==> config.mk <==
export PLATFORM = sky130hd
export DESIGN_NAME = bfps_ctrl
export DESIGN_NICKNAME = d
export VERILOG_FILES = /design/src/hdl/bfps_pkg.sv /design/src/hdl/bfps_ctrl.sv
export SDC_FILE = /design/constraint.sdc
export NUM_CORES = 1
export LEC_CHECK = 0
export BUFFER_PORTS_ARGS = -buffer_cell sky130_fd_sc_hd__buf_2
export CAP_MARGIN = 20
export CORE_MARGIN = 5
export CORE_UTILIZATION = 52
export DETAILED_ROUTE_END_ITERATION = 12
export GPL_TIMING_DRIVEN = 0
export HOLD_SLACK_MARGIN = 0.02
export PLACE_DENSITY = 0.84
export SETUP_SLACK_MARGIN = 0.5
export SYNTH_ARGS = -nofsm -noshare
export SYNTH_HDL_FRONTEND = slang
export SYNTH_SLANG_ARGS = --single-unit
==> constraint.sdc <==
create_clock -name i_clk -period 1.75 [get_ports i_clk]
set_input_delay 0.175 -clock i_clk [delete_from_list [all_inputs] [get_ports i_clk]]
set_output_delay 0.175 -clock i_clk [all_outputs]
set_load 0.01 [all_outputs]
==> src/hdl/bfps_pkg.sv <==
// bfps_pkg: shared widths, codes, state and command types for the box fold block
// no dependencies; imported by every module under hdl
`default_nettype none

package bfps_pkg;

    localparam int TIME_W     = 44;
    localparam int DEPTH_W    = 32;
    localparam int UNC_W      = 32;
    localparam int REG_W      = 28;
    localparam int PH_W       = 24;
    localparam int WT_W       = 32;
    localparam int SNR_W      = 32;
    localparam int CNT_OUT_W  = 16;
    localparam int DIV_W      = 64;
    localparam int SQ_W       = 32;
    localparam int HALF_W     = 52;
    localparam int C_W        = 54;
    localparam int OFF_W      = 56;
    localparam int SNRQ_W     = 46;
    localparam int IN_DATA_W  = 136;
    localparam int IN_USER_W  = 2;
    localparam int OUT_DATA_W = 48;
    localparam int CFG_IDX_W  = 1;

    localparam logic [REG_W-1:0]     OVERLAP_RST = 28'd58254;
    localparam logic [REG_W-1:0]     STEP_RST    = 28'd58254;
    localparam logic [CNT_OUT_W-1:0] PHASE_LIMIT = 16'hFFFF;

    typedef enum logic [CFG_IDX_W-1:0] {
        CFG_OVERLAP = 1'b0,
        CFG_STEP    = 1'b1
    } t_cfg_idx;

    typedef enum logic [4:0] {
        OP_NOP,
        OP_CAPTURE,
        OP_LOAD_PREP,
        OP_LOAD_WR,
        OP_DIV_W,
        OP_IDX_CLR,
        OP_MEM_RD,
        OP_DIV_TMOD,
        OP_DIV_PH,
        OP_DIV_HALF,
        OP_DIV_STEP,
        OP_SWEEP_INIT,
        OP_P1_INIT,
        OP_P1_MUL,
        OP_P1_ACC,
        OP_DIV_MEAN,
        OP_RESC_ONE,
        OP_P2_INIT,
        OP_Z_PREP,
        OP_IDX_INC,
        OP_DIV_Z,
        OP_SQ,
        OP_P2_ACC,
        OP_DIV_CHI,
        OP_SQRT_RESC,
        OP_SQRT_ROOT,
        OP_MULP,
        OP_DIV_SNR,
        OP_DIV_SNRF,
        OP_NEXT,
        OP_OUT_LOAD
    } t_op;

    typedef enum logic [4:0] {
        ST_IDLE,
        ST_DEC,
        ST_L_CHK,
        ST_L_DIV,
        ST_PH_RD,
        ST_PH_D1,
        ST_PH_D2,
        ST_HALF,
        ST_STEP,
        ST_SWEEP,
        ST_CAND,
        ST_P1_RD,
        ST_P1_MUL,
        ST_P1_ACC,
        ST_P1_END,
        ST_RESC1,
        ST_P2_INIT,
        ST_P2_RD,
        ST_P2_Z,
        ST_P2_DIV,
        ST_P2_SQ,
        ST_P2_ACC,
        ST_CHI,
        ST_RESC,
        ST_MCHK,
        ST_MULP,
        ST_SNR1,
        ST_SNR2,
        ST_NEXT,
        ST_DONE,
        ST_WAIT
    } t_state;

    typedef struct packed {
        t_op op;
    } t_dp_cmd;

    typedef struct packed {
        logic req_fold;
        logic period_zero;
        logic full;
        logic idx_end;
        logic empty;
        logic n_gt1;
        logic inwin;
        logic mean_pos;
        logic cand_end;
        logic unit_done;
    } t_dp_st;

endpackage

`default_nettype wire

==> src/hdl/bfps_ctrl.sv <==
// bfps_ctrl: sequencer for load and fold, drives datapath commands
// uses bfps_pkg for state, command and status types
`default_nettype none

module bfps_ctrl (
    input  wire                 i_clk,
    input  wire                 i_rst_n,
    input  wire                 i_in_valid,
    output logic                o_in_ready,
    output logic                o_out_valid,
    input  wire                 i_out_ready,
    output bfps_pkg::t_dp_cmd   o_cmd,
    input  bfps_pkg::t_dp_st    i_st
);
    import bfps_pkg::*;

    t_state r_state, n_state, r_ret, n_ret;
    logic   r_out_valid, n_out_valid;
    t_op    op;

    always_ff @(posedge i_clk) begin
        if (!i_rst_n) begin
            r_state     <= ST_IDLE;
            r_ret       <= ST_IDLE;
            r_out_valid <= 1'b0;
        end else begin
            r_state     <= n_state;
            r_ret       <= n_ret;
            r_out_valid <= n_out_valid;
        end
    end

    always_comb begin
        n_state     = r_state;
        n_ret       = r_ret;
        n_out_valid = r_out_valid & ~i_out_ready;
        op          = OP_NOP;
        case (r_state)
            ST_IDLE: begin
                if (i_in_valid) begin
                    op      = OP_CAPTURE;
                    n_state = ST_DEC;
                end
            end
            ST_DEC: begin
                if (!i_st.req_fold) begin
                    op      = OP_LOAD_PREP;
                    n_state = ST_L_CHK;
                end else if (i_st.period_zero) begin
                    op      = OP_SWEEP_INIT;
                    n_state = ST_DONE;
                end else begin
                    op      = OP_IDX_CLR;
                    n_state = ST_PH_RD;
                end
            end
            ST_L_CHK: begin
                if (i_st.full) begin
                    n_state = ST_IDLE;
                end else begin
                    op      = OP_LOAD_WR;
                    n_state = ST_L_DIV;
                end
            end
            ST_L_DIV: begin
                op      = OP_DIV_W;
                n_ret   = ST_IDLE;
                n_state = ST_WAIT;
            end
            ST_PH_RD: begin
                if (i_st.idx_end) begin
                    n_state = ST_HALF;
                end else begin
                    op      = OP_MEM_RD;
                    n_state = ST_PH_D1;
                end
            end
            ST_PH_D1: begin
                op      = OP_DIV_TMOD;
                n_ret   = ST_PH_D2;
                n_state = ST_WAIT;
            end
            ST_PH_D2: begin
                op      = OP_DIV_PH;
                n_ret   = ST_PH_RD;
                n_state = ST_WAIT;
            end
            ST_HALF: begin
                op      = OP_DIV_HALF;
                n_ret   = ST_STEP;
                n_state = ST_WAIT;
            end
            ST_STEP: begin
                op      = OP_DIV_STEP;
                n_ret   = ST_SWEEP;
                n_state = ST_WAIT;
            end
            ST_SWEEP: begin
                op      = OP_SWEEP_INIT;
                n_state = ST_CAND;
            end
            ST_CAND: begin
                if (i_st.cand_end) begin
                    n_state = ST_DONE;
                end else begin
                    op      = OP_P1_INIT;
                    n_state = ST_P1_RD;
                end
            end
            ST_P1_RD: begin
                if (i_st.idx_end) begin
                    n_state = ST_P1_END;
                end else begin
                    op      = OP_MEM_RD;
                    n_state = ST_P1_MUL;
                end
            end
            ST_P1_MUL: begin
                op      = OP_P1_MUL;
                n_state = ST_P1_ACC;
            end
            ST_P1_ACC: begin
                op      = OP_P1_ACC;
                n_state = ST_P1_RD;
            end
            ST_P1_END: begin
                if (i_st.empty) begin
                    n_state = ST_NEXT;
                end else begin
                    op      = OP_DIV_MEAN;
                    n_ret   = i_st.n_gt1 ? ST_P2_INIT : ST_RESC1;
                    n_state = ST_WAIT;
                end
            end
            ST_RESC1: begin
                op      = OP_RESC_ONE;
                n_state = ST_MCHK;
            end
            ST_P2_INIT: begin
                op      = OP_P2_INIT;
                n_state = ST_P2_RD;
            end
            ST_P2_RD: begin
                if (i_st.idx_end) begin
                    n_state = ST_CHI;
                end else begin
                    op      = OP_MEM_RD;
                    n_state = ST_P2_Z;
                end
            end
            ST_P2_Z: begin
                op      = OP_Z_PREP;
                n_state = ST_P2_DIV;
            end
            ST_P2_DIV: begin
                if (!i_st.inwin) begin
                    op      = OP_IDX_INC;
                    n_state = ST_P2_RD;
                end else begin
                    op      = OP_DIV_Z;
                    n_ret   = ST_P2_SQ;
                    n_state = ST_WAIT;
                end
            end
            ST_P2_SQ: begin
                op      = OP_SQ;
                n_state = ST_P2_ACC;
            end
            ST_P2_ACC: begin
                op      = OP_P2_ACC;
                n_state = ST_P2_RD;
            end
            ST_CHI: begin
                op      = OP_DIV_CHI;
                n_ret   = ST_RESC;
                n_state = ST_WAIT;
            end
            ST_RESC: begin
                op      = OP_SQRT_RESC;
                n_ret   = ST_MCHK;
                n_state = ST_WAIT;
            end
            ST_MCHK: begin
                if (!i_st.mean_pos) begin
                    n_state = ST_NEXT;
                end else begin
                    op      = OP_SQRT_ROOT;
                    n_ret   = ST_MULP;
                    n_state = ST_WAIT;
                end
            end
            ST_MULP: begin
                op      = OP_MULP;
                n_state = ST_SNR1;
            end
            ST_SNR1: begin
                op      = OP_DIV_SNR;
                n_ret   = ST_SNR2;
                n_state = ST_WAIT;
            end
            ST_SNR2: begin
                op      = OP_DIV_SNRF;
                n_ret   = ST_NEXT;
                n_state = ST_WAIT;
            end
            ST_NEXT: begin
                op      = OP_NEXT;
                n_state = ST_CAND;
            end
            ST_DONE: begin
                // hold the result until the output register is free
                if (!r_out_valid || i_out_ready) begin
                    op          = OP_OUT_LOAD;
                    n_out_valid = 1'b1;
                    n_state     = ST_IDLE;
                end
            end
            ST_WAIT: begin
                if (i_st.unit_done) begin
                    n_state = r_ret;
                end
            end
            default: begin
                n_state = ST_IDLE;
            end
        endcase
    end

    assign o_in_ready  = (r_state == ST_IDLE);
    assign o_out_valid = r_out_valid;
    assign o_cmd.op    = op;

endmodule

`default_nettype wire

# Word-level counts from Yosys, hierarchy flattened

Cells that the tools add are included.

Bits in registers: 11
Latch bits: 0
Bits in writable memories: 0
ROM bits: 0
Output and inout port bits: 7
Word-level logic and storage cells: 82
Memories: 0

$add $sub $neg: 0
$mul: 0
Div/mod/pow operators: 0
Magnitude comparators: 0
Eq/ne operators: 36
Shift-type cells: 0
Muxes and demuxes: 31
Bitwise operators: 2
Reductions and logical operators: 10

Operator list:

| kind                                                             | count |
|---|---|
| 5-bit one-hot mux with 28 select lines                           | 1 |
| 5-bit one-hot mux with 21 select lines                           | 1 |
| 5-bit == test (second input constant)                            | 15 |
| 5-bit 2-to-1 mux                                                 | 12 |
| 5-bit one-hot mux with 12 select lines                           | 1 |
| 5-bit by 4-bit == test with 1-bit output (second input constant) | 8 |
| 5-bit by 3-bit == test with 1-bit output (second input constant) | 4 |
| 4-bit 2-to-1 mux                                                 | 5 |
| 2-bit != test (second input constant)                            | 6 |
| 12-bit nonzero test                                              | 1 |
| 5-bit by 2-bit == test with 1-bit output (second input constant) | 2 |
| 2-bit 2-to-1 mux                                                 | 5 |
| 3-bit 2-to-1 mux                                                 | 3 |
| 9-bit OR reduction                                               | 1 |
| 5-bit by 1-bit == test with 1-bit output (second input constant) | 1 |
| 5-bit zero test                                                  | 1 |
| 4-bit AND reduction                                              | 1 |
| 2-bit OR reduction                                               | 2 |
| 1-bit 2-to-1 mux                                                 | 3 |
| 3-bit AND reduction                                              | 1 |
| 3-bit OR reduction                                               | 1 |
| 1-bit AND                                                        | 1 |
| 1-bit zero test                                                  | 1 |
| 1-bit logical OR                                                 | 1 |
| 1-bit NOT                                                        | 1 |

# Longest topological paths before layout

Depth after elaboration: 4
Depth in mapped cells: 8
Mapped depth without buffers: 5

# Worst setup path before layout

OpenSTA, ideal clock, no wires.

Path kind: register -> output
Start: reg r_state[1]
End: out o_cmd[2] in the netlist's numbering
Arrival time: 1.636 ns
Slack: -0.061 ns
Cell stages (with the launch flop): 8
Buffers on the path: 2
Path through: dfxtp_1 > buf_4 > buf_2 > nand2_1 > a2bb2oi_1 > o32a_1 > o21ai_0 > or4_1

RTL lines:

| what                     | RTL line        | source |
|---|---|---|
| start: declaration       | bfps_ctrl.sv:17 | `t_state r_state, n_state, r_ret, n_ret;` |
| start signal: assignment | bfps_ctrl.sv:27 | `r_state <= n_state;` |
| end: declaration         | bfps_ctrl.sv:12 | `output bfps_pkg::t_dp_cmd o_cmd,` |

==> results.sh <==
export IMPL_initial_utilization_pct=54.9
export IMPL_dp_hpwl_mm=4.60
export IMPL_cts_max_level=1
export IMPL_dr_first_iter_drc_count=676
export IMPL_clock_path_buffers=2
export IMPL_cp_end_kind="primary output"
export IMPL_io_pins=21
export IMPL_grt_ovfl_total=0
export IMPL_syn_area_um2=1530
export IMPL_track_usage_pct=38.9
export IMPL_setup_tns_ps=-4180
export IMPL_violations="DRC, setup timing"
export IMPL_synthDistinctLibCells=59
export IMPL_hp_class="in -> reg"
export IMPL_layout_drive_gt1_share_pct=48.4
export IMPL_critPathLaunchType="flop"
export IMPL_synth_edf_count=0
export IMPL_worstPathRequired_ps=1570
export IMPL_status="complete, but fails checks"
export IMPL_criticalPathCategory="reg -> out"
export IMPL_row_count=19
export IMPL_seq_area_frac_synth_pct=14.4
export IMPL_wl_per_cell_um=29.8
export IMPL_layout_nets=300
export IMPL_syn_num_nets=244
export IMPL_cts_root_buf="clkbuf_4"
export IMPL_period_needed_ps=2320
export IMPL_vdd_drop_max_mv=1.98
export IMPL_yosys_register_bits=11
export IMPL_skew_ps=13.7
export IMPL_antenna_found_initial=0
export IMPL_fill_cells=116
export IMPL_remaining_drc_errors=2
export IMPL_syn_avg_cell_area_um2=6.64
export IMPL_clkTransAtPathRegs_ps=90
export IMPL_rsz0062_at_grt="true"
export IMPL_slew_headroom_pct=57.1
export IMPL_multiInputGateArea_um2=1510
export IMPL_syn_inst=230
export IMPL_cp_arrival_ps=2150
export IMPL_synth_ff_type="dfxtp_1"
export IMPL_leakage_uw=0.000925
export IMPL_grt_max_degree=12
export IMPL_port_buffers=20
export IMPL_cts_buffers=3
export IMPL_die_area_um2=4120
export IMPL_post_route_period_util_pct=133
export IMPL_cts_tree="done"
export IMPL_grt_pass1_wl_mm=12.7
export IMPL_firstDrtPassIters=10
export IMPL_ant_nets=0
export IMPL_cts_hold_buffers=0
export IMPL_totalWireLength_mm=9.42
export IMPL_power_density_nw_per_um2=2130
export IMPL_setup_viol=16
export IMPL_avgViaCountPerCell=8.49
export IMPL_worst_slack_ps=-570
export IMPL_slew_violations=0
export IMPL_async_flop_share_pct=0
export IMPL_hold_viol_final=0
export IMPL_grt_pass1_vias=2372
export IMPL_core_area_um2=2780
export IMPL_numClockSinks=11
export IMPL_num_antenna_cells=0
export IMPL_die_h_um=64.2
export IMPL_path_max_fanout=5
export IMPL_yosys_warnings=0
export IMPL_die_w_um=64.2
export IMPL_gp_congestion=1.00
export IMPL_max_freq_mhz=431
export IMPL_maxCapViolCount=0
export IMPL_vias=2683
export IMPL_area_delta_synth_final_pct=63.9
export IMPL_worst_slew_pin_slew_ps=637
export IMPL_dp_slack_ps=-271
export IMPL_area_sequential_um2=231
export IMPL_clock_latency_ps=300
[cells in the mapped netlist (6+ instances only)]
master	count	area, um^2
nor2_1	22	82.6
o21ai_0	20	100
nand2_1	19	71.3
a21oi_1	18	90.1
buf_2	13	65.1
dfxtp_1	11	220
nand2b_1	11	68.8
clkbuf_1	7	26.3
nor2b_1	7	43.8
or3_1	6	37.5
[state kept, by name, summed over array words and instances, names as in the netlist]
register / count
o_out_valid: 1
r_state: 5
r_ret: 5
[timing repair]
item,in CTS,in global routing
buffers inserted,21,7
setup endpoints to repair,17,17
gates cloned,3,0
gates resized for setup,77,26
hold endpoints to repair,0,0
pin swaps,28,25
[worst max-delay path: stages, from the launching register on]
cell and delay (ps):
dfxtp_2 340, buf_6 130, or2_4 250, or4_4 430, o41a_1 190, o211ai_1 210
or3_4 210, buf_6 90
[cells in the final DEF, fill, tap and decap left out, drive strengths merged, types with 4 or more instances in the layout]
cell,count
clkbuf,9
nor2b,7
buf,64
or3,6
o21bai,4
o22ai,5
nand2,19
a31oi,5
nor2,22
a21oi,18
nor3,5
o211ai,5
dfxtp,11
nand3b,4
nand2b,11
inv,6
o21ai,22
a211oi,6
[per-layer routing]
layer  track usage [%]  vias up  wire length, um
met5                 0        -                0
met3              14.2      143             1660
met2              58.8      371             3770
met1              46.4     1169             2990
li1                  -     1000                -
met4              24.2        0             1000
[stage by stage]
| step | cells | area [um^2] | hold WS [ps] | total power [uW] | util [%] |
|---|---|---|---|---|---|
| detailed placement | 281 | 1790 | 471 | 3320 | 64.4 |
| CTS | 309 | 2320 | 201 | 4480 | 83.5 |
| global placement | 281 | 1790 | 468 | 3350 | 64.4 |
| finish | 316 | 2500 | 201 | 5320 | 89.9 |
| global route | 316 | 2500 | 199 | 5450 | 89.9 |
| floorplan | 230 | 1650 | 284 | 2550 | - |
[final timing paths]
| path | startpoint | endpoint | slack [ps] | cells after the start |
|---|---|---|---|---|
| max | r_state[3] | o_cmd[1] | -570 | 7 |
| max reg2reg | r_state[1] | r_ret[2] | -330 | 7 |
| min | i_rst_n | r_ret[4] | 200 | 2 |
| min reg2reg | r_ret[2] | r_ret[2] | 540 | 2 |
[area by class of cell]
| type | count | area share [%] |
|---|---|---|
| buffer | 21 | 10.4 |
| clock buffer | 3 | 0.900 |
| clock inverter | 1 | 0.200 |
| inverter | 7 | 1.20 |
| multi-input combinational | 193 | 60.3 |
| sequential | 11 | 9.25 |
| tap | 31 | 1.55 |
| timing repair buffer | 49 | 16.2 |
[cell families (layout without fill, tap and decap cells)]
| logic type | after synthesis | count (layout) | share of synthesized area (%) |
|---|---|---|---|
| compound gates | 95 | 97 | 43.1 |
| simple gates | 95 | 95 | 33.6 |
| buf+inv | 28 | 81 | 8.20 |
| flops | 11 | 11 | 14.4 |
| mux | 1 | 1 | 0.656 |
[power breakdown]
group          total [uW]  internal, uW  switching, uW
clock network         193          85.2            107
registers             439           351           88.1
logic                4690          2090           2600
(Power assumes the default switching activity.)
